## src/design/tpda_pkg.sv

```systemverilog
package tpda_pkg;

  // Entries held by each of the four FIFOs (east-low, east-high, west-low, west-high)
  localparam int QUEUE_DEPTH  = 16;
  // Run of grants to one side after which the other side takes precedence
  localparam int STREAK_LIMIT = 3;

  localparam int NUM_FIFOS = 4;
  localparam int FIFO_W    = $clog2(NUM_FIFOS);
  localparam int PTR_W     = (QUEUE_DEPTH > 1) ? $clog2(QUEUE_DEPTH) : 1;
  localparam int CNT_W     = $clog2(QUEUE_DEPTH + 1);
  localparam int STORE_D   = NUM_FIFOS * QUEUE_DEPTH;
  localparam int ADDR_W    = $clog2(STORE_D);
  localparam int ID_W      = 8;

  // Request kinds
  localparam logic REQ_ARRIVAL = 1'b0;
  localparam logic REQ_GRANT   = 1'b1;

  // Sides as carried on the ports
  localparam logic DIR_EAST = 1'b0;
  localparam logic DIR_WEST = 1'b1;

  // Side recorded in the grant history
  typedef enum logic [1:0] {
    SIDE_NONE = 2'd0,
    SIDE_EAST = 2'd1,
    SIDE_WEST = 2'd2
  } side_e;

  typedef enum logic [1:0] {
    ST_QUEUED  = 2'd0,
    ST_DROPPED = 2'd1,
    ST_GRANTED = 2'd2,
    ST_EMPTY   = 2'd3
  } status_e;

  // Outcome of the grant decision
  typedef struct packed {
    logic any;   // at least one requester waits
    logic side;  // winning side, DIR_EAST or DIR_WEST
    logic prio;  // head priority of the winning side
  } pick_t;

  // FIFO index: side in the upper bit, priority in the lower bit
  function automatic logic [FIFO_W-1:0] fifo_idx(input logic side, input logic prio);
    fifo_idx = {side, prio};
  endfunction

endpackage

```

## src/design/tpda_pick.sv

```systemverilog
module tpda_pick
  import tpda_pkg::*;
(
  input  logic [NUM_FIFOS-1:0] nonempty_i,
  input  side_e                history_i [STREAK_LIMIT],
  output pick_t                pick_o
);

  logic e_ok, w_ok, e_high, w_high;
  logic streak_east, streak_west;

  always_comb begin
    streak_east = 1'b1;
    streak_west = 1'b1;
    for (int i = 0; i < STREAK_LIMIT; i++) begin
      if (history_i[i] != SIDE_EAST) streak_east = 1'b0;
      if (history_i[i] != SIDE_WEST) streak_west = 1'b0;
    end
  end

  assign e_high = nonempty_i[fifo_idx(DIR_EAST, 1'b1)];
  assign w_high = nonempty_i[fifo_idx(DIR_WEST, 1'b1)];
  assign e_ok   = e_high | nonempty_i[fifo_idx(DIR_EAST, 1'b0)];
  assign w_ok   = w_high | nonempty_i[fifo_idx(DIR_WEST, 1'b0)];

  always_comb begin
    pick_o.any = e_ok | w_ok;
    // starvation guard first, then lone side, then head priority, then alternation
    if (streak_west && e_ok) begin
      pick_o.side = DIR_EAST;
    end else if (streak_east && w_ok) begin
      pick_o.side = DIR_WEST;
    end else if (w_ok && !e_ok) begin
      pick_o.side = DIR_WEST;
    end else if (e_ok && !w_ok) begin
      pick_o.side = DIR_EAST;
    end else if (w_high && !e_high) begin
      pick_o.side = DIR_WEST;
    end else if (e_high && !w_high) begin
      pick_o.side = DIR_EAST;
    end else begin
      pick_o.side = (history_i[0] == SIDE_WEST) ? DIR_EAST : DIR_WEST;
    end
    pick_o.prio = (pick_o.side == DIR_WEST) ? w_high : e_high;
  end

endmodule

```

## src/design/two_way_priority_dispatch_arbiter.sv

```systemverilog
// Two-side priority dispatch arbiter.
//
// Input channel (in_valid_i / in_ready_o) carries one item: an arrival that
// queues a requester id on the east or west side at high or low priority, or
// a grant request that removes one requester. Output channel (out_valid_o /
// out_ready_i) returns exactly one result item per input item, in order:
// queued, dropped (that side/priority FIFO full), granted (with id, side and
// priority) or empty (nothing waiting).
//
// From acceptance to result an item passes an input register, then the
// decision with the queue-store access, then the result register. One
// item is taken every cycle unless the output stalls; the single-port
// queue store, with a registered read used once per item, sets that rate.
//
// Reset empties every FIFO (pointers and counts cleared) and clears the grant
// history; the store contents are left as they are. When the receiver stalls,
// the result register holds, the input register stays full behind it, and
// in_ready_o drops once both are occupied. No clearing pass is needed.
module two_way_priority_dispatch_arbiter
  import tpda_pkg::*;
(
  input  logic            clk_i,
  input  logic            rst_ni,
  input  logic            in_valid_i,
  output logic            in_ready_o,
  input  logic            req_type_i,
  input  logic [ID_W-1:0] train_id_i,
  input  logic            direction_i,
  input  logic            priority_req_i,
  output logic            out_valid_o,
  input  logic            out_ready_i,
  output logic [1:0]      status_o,
  output logic [ID_W-1:0] granted_train_o,
  output logic            granted_direction_o,
  output logic            granted_priority_o
);

  // Input register
  logic            a_valid_q;
  logic            a_type_q;
  logic [ID_W-1:0] a_id_q;
  logic            a_dir_q;
  logic            a_prio_q;

  // Result register
  logic            b_valid_q;
  status_e         b_status_q, b_status_d;
  logic            b_dir_q, b_dir_d;
  logic            b_prio_q, b_prio_d;
  logic [ID_W-1:0] rdata_q;

  // Queue bookkeeping
  logic [PTR_W-1:0] rd_ptr_q [NUM_FIFOS];
  logic [PTR_W-1:0] rd_ptr_d [NUM_FIFOS];
  logic [PTR_W-1:0] wr_ptr_q [NUM_FIFOS];
  logic [PTR_W-1:0] wr_ptr_d [NUM_FIFOS];
  logic [CNT_W-1:0] count_q  [NUM_FIFOS];
  logic [CNT_W-1:0] count_d  [NUM_FIFOS];
  side_e            hist_q   [STREAK_LIMIT];
  side_e            hist_d   [STREAK_LIMIT];

  // Queue store, one region of QUEUE_DEPTH entries per FIFO
  logic [ID_W-1:0] store_q [STORE_D];

  logic                 a_advance, a_fire, in_fire;
  logic [NUM_FIFOS-1:0] nonempty;
  pick_t                pick;
  logic [FIFO_W-1:0]    arr_f, grt_f, acc_f;
  logic                 arr_full;
  logic                 mem_we, mem_re;
  logic [ADDR_W-1:0]    mem_addr;
  logic [PTR_W-1:0]     acc_ptr;

  // Handshakes: the input register moves on whenever the result register
  // is empty or being emptied
  assign a_advance  = !b_valid_q || out_ready_i;
  assign a_fire     = a_valid_q && a_advance;
  assign in_ready_o = !a_valid_q || a_advance;
  assign in_fire    = in_valid_i && in_ready_o;

  always_ff @(posedge clk_i or negedge rst_ni) begin
    if (!rst_ni) begin
      a_valid_q <= 1'b0;
    end else if (in_ready_o) begin
      a_valid_q <= in_valid_i;
    end
  end

  always_ff @(posedge clk_i) begin
    if (in_fire) begin
      a_type_q <= req_type_i;
      a_id_q   <= train_id_i;
      a_dir_q  <= direction_i;
      a_prio_q <= priority_req_i;
    end
  end

  // Decision
  always_comb begin
    for (int i = 0; i < NUM_FIFOS; i++) begin
      nonempty[i] = (count_q[i] != '0);
    end
  end

  tpda_pick u_pick (
    .nonempty_i (nonempty),
    .history_i  (hist_q),
    .pick_o     (pick)
  );

  assign arr_f    = fifo_idx(a_dir_q, a_prio_q);
  assign grt_f    = fifo_idx(pick.side, pick.prio);
  assign arr_full = (count_q[arr_f] >= CNT_W'(QUEUE_DEPTH));

  assign mem_we   = a_fire && (a_type_q == REQ_ARRIVAL) && !arr_full;
  assign mem_re   = a_fire && (a_type_q == REQ_GRANT) && pick.any;
  assign acc_f    = (a_type_q == REQ_ARRIVAL) ? arr_f : grt_f;
  assign acc_ptr  = (a_type_q == REQ_ARRIVAL) ? wr_ptr_q[arr_f] : rd_ptr_q[grt_f];
  assign mem_addr = ADDR_W'(acc_f) * ADDR_W'(QUEUE_DEPTH) + ADDR_W'(acc_ptr);

  always_comb begin
    rd_ptr_d   = rd_ptr_q;
    wr_ptr_d   = wr_ptr_q;
    count_d    = count_q;
    hist_d     = hist_q;
    b_status_d = ST_EMPTY;
    b_dir_d    = 1'b0;
    b_prio_d   = 1'b0;
    if (a_type_q == REQ_ARRIVAL) begin
      if (arr_full) begin
        b_status_d = ST_DROPPED;
      end else begin
        b_status_d      = ST_QUEUED;
        wr_ptr_d[arr_f] = (wr_ptr_q[arr_f] == PTR_W'(QUEUE_DEPTH - 1)) ? '0
                                                                      : wr_ptr_q[arr_f] + 1'b1;
        count_d[arr_f]  = count_q[arr_f] + 1'b1;
      end
    end else if (pick.any) begin
      b_status_d      = ST_GRANTED;
      b_dir_d         = pick.side;
      b_prio_d        = pick.prio;
      rd_ptr_d[grt_f] = (rd_ptr_q[grt_f] == PTR_W'(QUEUE_DEPTH - 1)) ? '0
                                                                    : rd_ptr_q[grt_f] + 1'b1;
      count_d[grt_f]  = count_q[grt_f] - 1'b1;
      // shift the history, newest first
      for (int i = STREAK_LIMIT - 1; i > 0; i--) begin
        hist_d[i] = hist_q[i-1];
      end
      hist_d[0] = (pick.side == DIR_WEST) ? SIDE_WEST : SIDE_EAST;
    end
  end

  // Commit queue state only when the item leaves the input register
  always_ff @(posedge clk_i or negedge rst_ni) begin
    if (!rst_ni) begin
      for (int i = 0; i < NUM_FIFOS; i++) begin
        rd_ptr_q[i] <= '0;
        wr_ptr_q[i] <= '0;
        count_q[i]  <= '0;
      end
      for (int i = 0; i < STREAK_LIMIT; i++) begin
        hist_q[i] <= SIDE_NONE;
      end
    end else if (a_fire) begin
      rd_ptr_q <= rd_ptr_d;
      wr_ptr_q <= wr_ptr_d;
      count_q  <= count_d;
      hist_q   <= hist_d;
    end
  end

  // Single-port store; read data is captured straight into the result stage
  always_ff @(posedge clk_i) begin
    if (mem_we) begin
      store_q[mem_addr] <= a_id_q;
    end
    if (mem_re) begin
      rdata_q <= store_q[mem_addr];
    end
  end

  // Result register
  always_ff @(posedge clk_i or negedge rst_ni) begin
    if (!rst_ni) begin
      b_valid_q <= 1'b0;
    end else if (a_advance) begin
      b_valid_q <= a_valid_q;
    end
  end

  always_ff @(posedge clk_i) begin
    if (a_fire) begin
      b_status_q <= b_status_d;
      b_dir_q    <= b_dir_d;
      b_prio_q   <= b_prio_d;
    end
  end

  assign out_valid_o         = b_valid_q;
  assign status_o            = b_status_q;
  assign granted_train_o     = (b_status_q == ST_GRANTED) ? rdata_q : '0;
  assign granted_direction_o = b_dir_q;
  assign granted_priority_o  = b_prio_q;

  // Checks
  logic cnt_over;
  always_comb begin
    cnt_over = 1'b0;
    for (int i = 0; i < NUM_FIFOS; i++) begin
      if (count_q[i] > CNT_W'(QUEUE_DEPTH)) cnt_over = 1'b1;
    end
  end

  a_count_bound: assert property (@(posedge clk_i) disable iff (!rst_ni) !cnt_over)
    else $error("FIFO occupancy above depth");

  a_empty_grant: assert property (@(posedge clk_i) disable iff (!rst_ni)
      a_fire && (a_type_q == REQ_GRANT) && !pick.any
      |=> b_valid_q && (b_status_q == ST_EMPTY) && $stable(count_q[0]))
    else $error("grant with nothing waiting did not report empty");

  a_hist_track: assert property (@(posedge clk_i) disable iff (!rst_ni)
      a_fire && (a_type_q == REQ_GRANT) && pick.any
      |=> (b_status_q == ST_GRANTED) &&
          (hist_q[0] == ((b_dir_q == DIR_WEST) ? SIDE_WEST : SIDE_EAST)))
    else $error("grant history does not match granted side");

  a_drop_hold: assert property (@(posedge clk_i) disable iff (!rst_ni)
      a_fire && (a_type_q == REQ_ARRIVAL) && arr_full
      |=> (b_status_q == ST_DROPPED) && $stable(count_q[1]) && $stable(count_q[3]))
    else $error("dropped arrival changed queue state");

endmodule
```

## config.mk

```make
export PLATFORM = sky130hd
export DESIGN_NAME = two_way_priority_dispatch_arbiter
export DESIGN_NICKNAME = d
export VERILOG_FILES = /design/src/design/tpda_pkg.sv /design/src/design/tpda_pick.sv /design/src/design/two_way_priority_dispatch_arbiter.sv
export SDC_FILE = /design/constraint.sdc
export NUM_CORES = 1
export LEC_CHECK = 0
export BUFFER_PORTS_ARGS = -buffer_cell sky130_fd_sc_hd__buf_2
export CORE_MARGIN = 5
export CORE_UTILIZATION = 50
export CTS_BUF_LIST = sky130_fd_sc_hd__clkbuf_8 sky130_fd_sc_hd__clkbuf_16
export DETAILED_ROUTE_END_ITERATION = 7
export MAX_ROUTING_LAYER = met4
export PLACE_DENSITY = 0.77
export RECOVER_POWER = 25
export SLEW_MARGIN = 15
export SYNTH_ARGS = -nofsm -noshare
export SYNTH_HDL_FRONTEND = slang
export SYNTH_SLANG_ARGS = --single-unit
export TNS_END_PERCENT = 5
```

## constraint.sdc

```tcl
create_clock -name clk_i -period 3.3 [get_ports clk_i]
set_input_delay 0.66 -clock clk_i [delete_from_list [all_inputs] [get_ports clk_i]]
set_output_delay 0.66 -clock clk_i [all_outputs]
set_load 0.03 [all_outputs]
```

# Yosys cells after proc, flatten, opt, wreduce, memory -nomap -nowiden
# Memories as Yosys holds them, arrays and structs flattened. A register that Yosys moved wholly into a read port is not among the register bits.
# Index checks and enable logic that the tools add are counted.
word_totals:
  in_bits: 15
  mem_bits_ro: 0
  mem_bits_rw: 512
  n_memories: 1
  elab_cells: 137
  reg_bits: 75
  output_inout_bits: 14
  latchBits: 0
mem_list:
  columns: ["name", "depth", "width", "read_ports", "rd_clocked_by_memory_dff", "write_ports", "line_no", "text"]
  rows:
  - ["store_q", 64, 8, 1, 1, 1, "two_way_priority_dispatch_arbiter.sv:63", "logic [ID_W-1:0] store_q [STORE_D];"]
op_classes:
  reduce_logical: 31
  eq_ne: 12
  magnitude_cmp: 5
  shifts: 0
  div: 0
  add_sub_neg: 5
  n_mux: 52
  multipliers: 0
  bitwise: 7
op_table:
  columns: ["operator", "count"]
  rows:
  - ["two-way mux 20 bit", 3]
  - ["bitwise mux 20 bit", 2]
  - ["two-way mux 4 bit", 9]
  - ["bitwise mux 16 bit", 2]
  - ["two-way mux 5 bit", 6]
  - ["binary-select mux 5 bit (select 2 bit)", 2]
  - ["demux 5 bit (select 2 bit)", 2]
  - ["nonzero test 5 bit", 4]
  - ["two-way mux 1 bit", 18]
  - ["binary-select mux 4 bit (select 2 bit)", 2]
  - ["demux 4 bit (select 2 bit)", 2]
  - ["logical AND 1 bit", 14]
  - ["AND reduction 3 bit", 3]
  - ["adder 4 x 1 -> 4 bit (second input constant)", 2]
  - ["== test 4 bit (second input constant)", 2]
  - ["two-way mux 8 bit", 1]
  - ["inequality test 2 x 1 -> 1 bit (second input constant)", 4]
  - ["inequality test 2 bit (second input constant)", 4]
  - ["logical NOT 1 bit", 7]
  - ["adder 6 x 4 -> 6 bit", 1]
  - [">= comparator 3 bit (second input constant)", 2]
  - ["less-than comparator 3 x 1 -> 1 bit (second input constant)", 2]
  - ["two-way mux 2 bit", 3]
  - ["inverter 2 -> 3 bit", 2]
  - ["other kinds (8)", 13]

# Logic depth before layout (Yosys ltp)
depth:
  depth_word: 18
  ltp_mapped: 15
  mapped_depth_nobuf: 12

# By module
# A second synthesis with hierarchy kept.
unflattened:
  cells_unflattened: 1548
  hier_area_um2: 23941.7
by_module_without_submodules:
  columns: ["module", "instances", "cells_per_inst", "seq_area_each_um2", "area_each_um2"]
  rows:
  - ["two_way_priority_dispatch_arbiter", 1, 1532, 17566.8, 23821.6]
  - ["tpda_pick", 1, 16, 0.0, 120.1]

# Worst setup path before layout
# No wires, ideal clock.
synth_timing:
  kind: "register to register"
  from: "register count_q[11] (netlist bit)"
  to: "memory store_q[56][0], enable pin"
  t_arrival_ps: 3143
  setup_ps: 370
  path_buffers: 2
  required_time_ps: 2930
  period_less_slack_ps: 3514
  setup_slack_ps: -214
  path_stages_with_launch: 11
  cell_sequence: "dfrtp_1 nor4_4 nand2_2 or3_1 buf_2 a31oi_2 nand3_1 a21oi_1 clkbuf_1 nand2_1 nor2_1"
synth_between:
  elab_chain_len: 15
  word_cells_on_any_way: 31
  classes_between: "1 x add/sub; 1 x order compare; 17 x mux; 2 x bitwise; 10 x reduce/logical"
synth_lines:
  columns: ["item", "line_no", "text"]
  rows:
  - ["start: declaration", "two_way_priority_dispatch_arbiter.sv:57", "logic [CNT_W-1:0] count_q [NUM_FIFOS];"]
  - ["start signal: assignment", "two_way_priority_dispatch_arbiter.sv:167", "count_q <= count_d;"]
  - ["nonzero test 5 bit", "two_way_priority_dispatch_arbiter.sv:101", "nonempty[i] = (count_q[i] != '0);"]
  - ["logical AND 1 bit or logical NOT 1 bit (tied branches)", "tpda_pick.sv:39, tpda_pick.sv:37", null]
  - ["two-way mux 1 bit or logical AND 1 bit (tied branches)", "tpda_pick.sv:39, tpda_pick.sv:37", null]
  - ["two-way mux 1 bit", "tpda_pick.sv:37", "end else if (w_high && !e_high) begin"]
  - ["two-way mux 1 bit", "tpda_pick.sv:35", "end else if (e_ok && !w_ok) begin"]
  - ["two-way mux 1 bit", "tpda_pick.sv:33", "end else if (w_ok && !e_ok) begin"]
  - ["two-way mux 1 bit", "tpda_pick.sv:31", "end else if (streak_east && w_ok) begin"]
  - ["two-way mux 1 bit", "tpda_pick.sv:29", "if (streak_west && e_ok) begin"]
  - ["two-way mux 1 bit", "tpda_pick.sv:44", "pick_o.prio = (pick_o.side == DIR_WEST) ? w_high : e_high;"]
  - ["inverter 2 -> 3 bit (implied by the code)", "two_way_priority_dispatch_arbiter.sv:118", "assign acc_ptr = (a_type_q == REQ_ARRIVAL) ? wr_ptr_q[arr_f] : rd_ptr_q[grt_f];"]
  - ["binary-select mux 4 bit (select 2 bit)", "two_way_priority_dispatch_arbiter.sv:118", null]
  - ["two-way mux 4 bit (implied by the code) (2 in a row)", "two_way_priority_dispatch_arbiter.sv:118", null]
  - ["two-way mux 4 bit", "two_way_priority_dispatch_arbiter.sv:118", null]
  - ["adder 6 x 4 -> 6 bit", "two_way_priority_dispatch_arbiter.sv:119", "assign mem_addr = ADDR_W'(acc_f) * ADDR_W'(QUEUE_DEPTH) + ADDR_W'(acc_ptr);"]
  - ["end: declaration", "two_way_priority_dispatch_arbiter.sv:63", null]
# Several ways; a longest one is shown, not always the timed one. The select of a mux whose other input is x is not followed.

# Final worst setup path
layout_timing:
  from: "register count_q[8] (netlist bit)"
  to: "register rdata_q[5], read port of store_q (data pin)"
layout_between:
  elab_chain_len: 15
  word_cells_on_any_way: 20
  classes_between: "1 x add/sub; 10 x mux; 3 x bitwise; 6 x reduce/logical"
layout_lines:
  columns: ["item", "line_no", "text"]
  rows:
  - ["nonzero test 5 bit *", "two_way_priority_dispatch_arbiter.sv:101", null]
  - ["bitwise OR 1 bit *", "tpda_pick.sv:24", "assign w_ok = w_high | nonempty_i[fifo_idx(DIR_WEST, 1'b0)];"]
  - ["logical NOT 1 bit", "tpda_pick.sv:35", null]
  - ["logical AND 1 bit", "tpda_pick.sv:35", null]
  - ["two-way mux 1 bit", "tpda_pick.sv:35", null]
  - ["two-way mux 1 bit", "tpda_pick.sv:33", null]
  - ["two-way mux 1 bit", "tpda_pick.sv:31", null]
  - ["two-way mux 1 bit", "tpda_pick.sv:29", null]
  - ["two-way mux 1 bit", "tpda_pick.sv:44", null]
  - ["inverter 2 -> 3 bit (implied by the code)", "two_way_priority_dispatch_arbiter.sv:118", null]
  - ["binary-select mux 4 bit (select 2 bit)", "two_way_priority_dispatch_arbiter.sv:118", null]
  - ["two-way mux 4 bit (implied by the code) (2 in a row)", "two_way_priority_dispatch_arbiter.sv:118", null]
  - ["two-way mux 4 bit", "two_way_priority_dispatch_arbiter.sv:118", null]
  - ["adder 6 x 4 -> 6 bit", "two_way_priority_dispatch_arbiter.sv:119", null]
  - ["end: declaration", "two_way_priority_dispatch_arbiter.sv:50", "logic [ID_W-1:0] rdata_q;"]
# Mark *: on every way between the ends. The rest lies on a longest branch, timed or not. The select of a mux whose other input is x is not followed.
# A chain may end at the register's enable or synchronous reset.

==> results_dict.tcl <==
set metrics [dict create \
    end_kind "register" \
    die_w_um 231 \
    synth.most_common_cell "edfxtp_1" \
    syn_area_per_cell_um2 15.6 \
    cts_made_buffers 60 \
    use_met2_pct 43.8 \
    yosys.area.top_type "edfxtp_1" \
    cp-start-kind "register" \
    routed_wl_um 76300 \
    antenna_found_initial 1 \
    synth_common_cells "535 x edfxtp_1, 93 x nor2_1, 88 x nand2_1, 83 x a221oi_1, 80 x mux2_2" \
    setup_violations 534 \
    max_freq_ghz 0.240 \
    final_area_um2 33000 \
    worstMarginPinSlew_ps 2550 \
    timing.rr.end "rdata_q[5]$_DFFE_PP_" \
    r2r-start "count_q[8]$_DFFE_PN0P_" \
    crit_top_cell "buf_4" \
    dr.pass1.iters 7 \
    hp-start "train_id_i[2]" \
    synthTopCellsByArea "edfxtp_1 66%, dfrtp_1 6.1%, mux2_2 3.7%, a221oi_1 3.0%, a22oi_1 1.9%" \
    ys_ff_latch 595 \
    cap_violations 4 \
    final.setup.worst_slack_ps -863 \
    yosysSeqAreaShare_pct 71.7 \
    synthArstFlopShare_pct 10.1 \
    slowest_stage "or4_4" \
    rows 81 \
    violations "capacitance limit, slew limit, setup timing" \
    yosysUniqueCellTypes 80 \
    critPathArrivalTime_ps 4530 \
    cts_tree "done" \
    peakVddDrop_v 0.000577 \
    path_cells "or4_4 > nor2_4 > buf_6 > a2bb2oi_4 > nand4_4 > and3_4 > buf_4 > buf_12 > buf_4 > buf_4 > a31oi_2 > o21ai_1 > a222oi_1 > buf_4 > o22ai_1 > or4_1" \
    cts.sinks 595 \
    initial_utilization_pct 50.3 \
    p_leak_nw 11.4 \
    hold_viol_final 0 \
    status "finished, violations left" \
    fin_nets 2015 \
    worstHoldPathType "in2reg" \
    period_minus_slack_ps 4160 \
    grt_pass1_wl_um 110000 \
    crit_fanout 6 \
    synthXorXnorAreaFrac_pct 0.286 \
    grtUsageMet1_pct 36.9 \
    netlist_area_um2 24500 \
    reg2regPathDepth 16 \
    cpPeakStageDelay_ps 550 \
    die_area_um2 53500 \
    synth_compound_area_share_pct 11.9 \
    grt_pass1_vias 17300 \
    coreArea_um2 48700 \
    syn_to_final_growth_pct 34.6 \
    synthFlopType "edfxtp_1" \
    wl_per_cell_um 28.2 \
    required_ps 3670 \
    grt_use_met3_pct 5.39 \
    globalplace.congestion 0.963 \
    io_pins 29 \
    clk_path_buf_depth 3 \
    clock_latency_ps 650 \
    drc_errors 0 \
    vias 17400 \
    clkTransAtPathRegs_ps 60 \
    dp_hpwl_um 47600 \
    dieHeight_um 231 \
    path_class "reg2reg" \
    top_usage_layer "met2" \
    synth.area.mux_share_pct 7.63 \
    period_share_pct 126 \
    grt_max_degree 65 \
    synth_edf_count 535 \
    diodes 0 \
    vias_per_cell 6.41 \
    pre_cts_ws_ps -1010 \
    totalPowerFinal_w 0.0350 \
    place_area_um2 29000 \
    ff2ff_setup_slack_ps -860 \
    grt_overflow 0 \
    drive_gt1_share_pct 41.0 \
    synth_top_area_share_pct 65.6 \
    cts_max_level 2 \
    p_per_area_nw_per_um2 1060 \
    drtAntennaViolNets 0 \
    synth_fa_ha_area_share_pct 0.204 \
    whs_path_depth 1 \
    place.port_buffers 28 \
    grt_usage_pct 28.2 \
    yosys.area_share.simple_pct 6.29 \
    synth_nets 1593 \
    clock_skew_ps 51.1 \
    grt_setup_unrepaired "yes" \
    cts_root_buf "clkbuf_16" \
    slew_viol_final 240 \
    max_slew_margin_pct -69.9 \
    min_to "a_id_q[2]$_DFFE_PP_" \
    synth_top_family_by_area "compound AO/OA/AOI/OAI gates" \
    yosysWarnings 0 \
    syn_inst 1574 \
    drtIter0Drc 2460 \
]
per-stage QoR:
| step | util [%] | hold WS [ps] | instances | TNS (ps) |
|---|---|---|---|---|
| final | 67.6 | 198 | 2711 | -122880 |
| after global routing | 67.6 | 187 | 2711 | -164930 |
| after CTS | 65.7 | 168 | 2674 | -155730 |
| after detailed placement | 59.5 | 470 | 2527 | -177640 |
| after global placement | 59.5 | 456 | 2527 | -146490 |
| after floorplan | - | 364 | 1574 | -21430 |
worst max-delay path by stage:
stage / start / endpoint / slack, ps / cells past startpoint
after floorplan: count_q[14]$_DFFE_PN0P_ / store_q[5][0]$_DFFE_PP_ / -80 / 11
after global placement: count_q[5]$_DFFE_PN0P_ / rdata_q[4]$_DFFE_PP_ / -900 / 12
after detailed placement: count_q[5]$_DFFE_PN0P_ / rdata_q[2]$_DFFE_PP_ / -1010 / 12
after CTS: count_q[7]$_DFFE_PN0P_ / rdata_q[3]$_DFFE_PP_ / -670 / 13
after global routing: count_q[8]$_DFFE_PN0P_ / rdata_q[5]$_DFFE_PP_ / -1010 / 16
final: count_q[8]$_DFFE_PN0P_ / rdata_q[5]$_DFFE_PP_ / -860 / 16
timing repair:
item	CTS	global route
gates resized for setup	119	149
pin swaps	48	87
gates cloned	5	2
setup endpoints to repair	548	556
setup buffers	29	40
hold buffers	0	0
flip-flops by register name, indices dropped and copies added (netlist names), 2 cells and up:
register	cells
wr_ptr_q	16
count_q	20
a_id_q	8
hist_q	6
store_q	512
status_o	2
rd_ptr_q	16
rdata_q	8
power by group:
part	total, W	switching (W)	internal [W]
Clock	0.00702	0.00298	0.00404
Sequential	0.00905	0.000270	0.00878
Combinational	0.0189	0.0102	0.00870
layout make-up:
class                      count  area [um2]
inverter                       9        33.8
clock inverter                50         487
fill                        3105       15800
clock buffer                  63        1550
multi-input combinational    878        7870
timing repair buffer         452        4630
tap                          664         831
sequential                   595       17600
cells in the final DEF (no fill, tap or decap), types with 7 or more instances in the layout:
cell / synthesis / final
a221oi_1: 83 / 56
a221oi_4: 0 / 8
buf_6: 5 / 50
mux2_1: 36 / 34
o22ai_1: 29 / 27
clkinvlp_4: 0 / 7
a21oi_1: 40 / 32
nor2_2: 2 / 9
nand3_1: 41 / 36
o21ai_0: 45 / 29
buf_8: 1 / 9
mux2_2: 80 / 74
clkbuf_16: 0 / 63
a211oi_1: 9 / 7
nand2_1: 88 / 74
bufinv_16: 0 / 8
nand4_1: 9 / 9
dfrtp_1: 60 / 60
mux4_2: 9 / 9
o21ai_2: 0 / 10
nor3_1: 16 / 14
and2_1: 15 / 14
edfxtp_1: 535 / 535
o21ai_1: 15 / 21
clkinv_1: 0 / 13
a22o_1: 19 / 19
a31oi_1: 22 / 16
a221oi_2: 2 / 21
mux2_4: 0 / 8
inv_1: 9 / 15
buf_4: 4 / 275
buf_12: 0 / 78
nand2_2: 1 / 7
buf_2: 31 / 27
nor2_4: 2 / 67
clkinv_2: 0 / 9
a22oi_1: 63 / 58
nor2_1: 93 / 21
a222oi_1: 11 / 11
mux2i_1: 36 / 31
kinds of logic after synthesis:
group                      count (synthesis)
AOI/OAI and AO/OA                        395
and+or+nand+nor                          310
buffers and inverters                    101
adders and majority gates                  4
xor gates and xnor gates                   8
muxes                                    161
DFF                                      595
worst max-delay path: cells and delay by family, from the launching register on:
family	cells	cell delay, ps
buffers and inverters	6	940
AND/OR/NAND/NOR	5	1610
flip-flops	1	390
AO/OA/AOI/OAI	5	980
metal layers:
layer | vias to the layer above | wire length (um) | share of wire [%]
li1 | 7270 | - | -
met1 | 8713 | 28400 | 37
met2 | 1168 | 36500 | 48
met3 | 234 | 7810 | 10
met4 | 0 | 3580 | 4.7
met5 | - | 0 | 0
No activity file was read; power rests on OpenSTA's default activity.
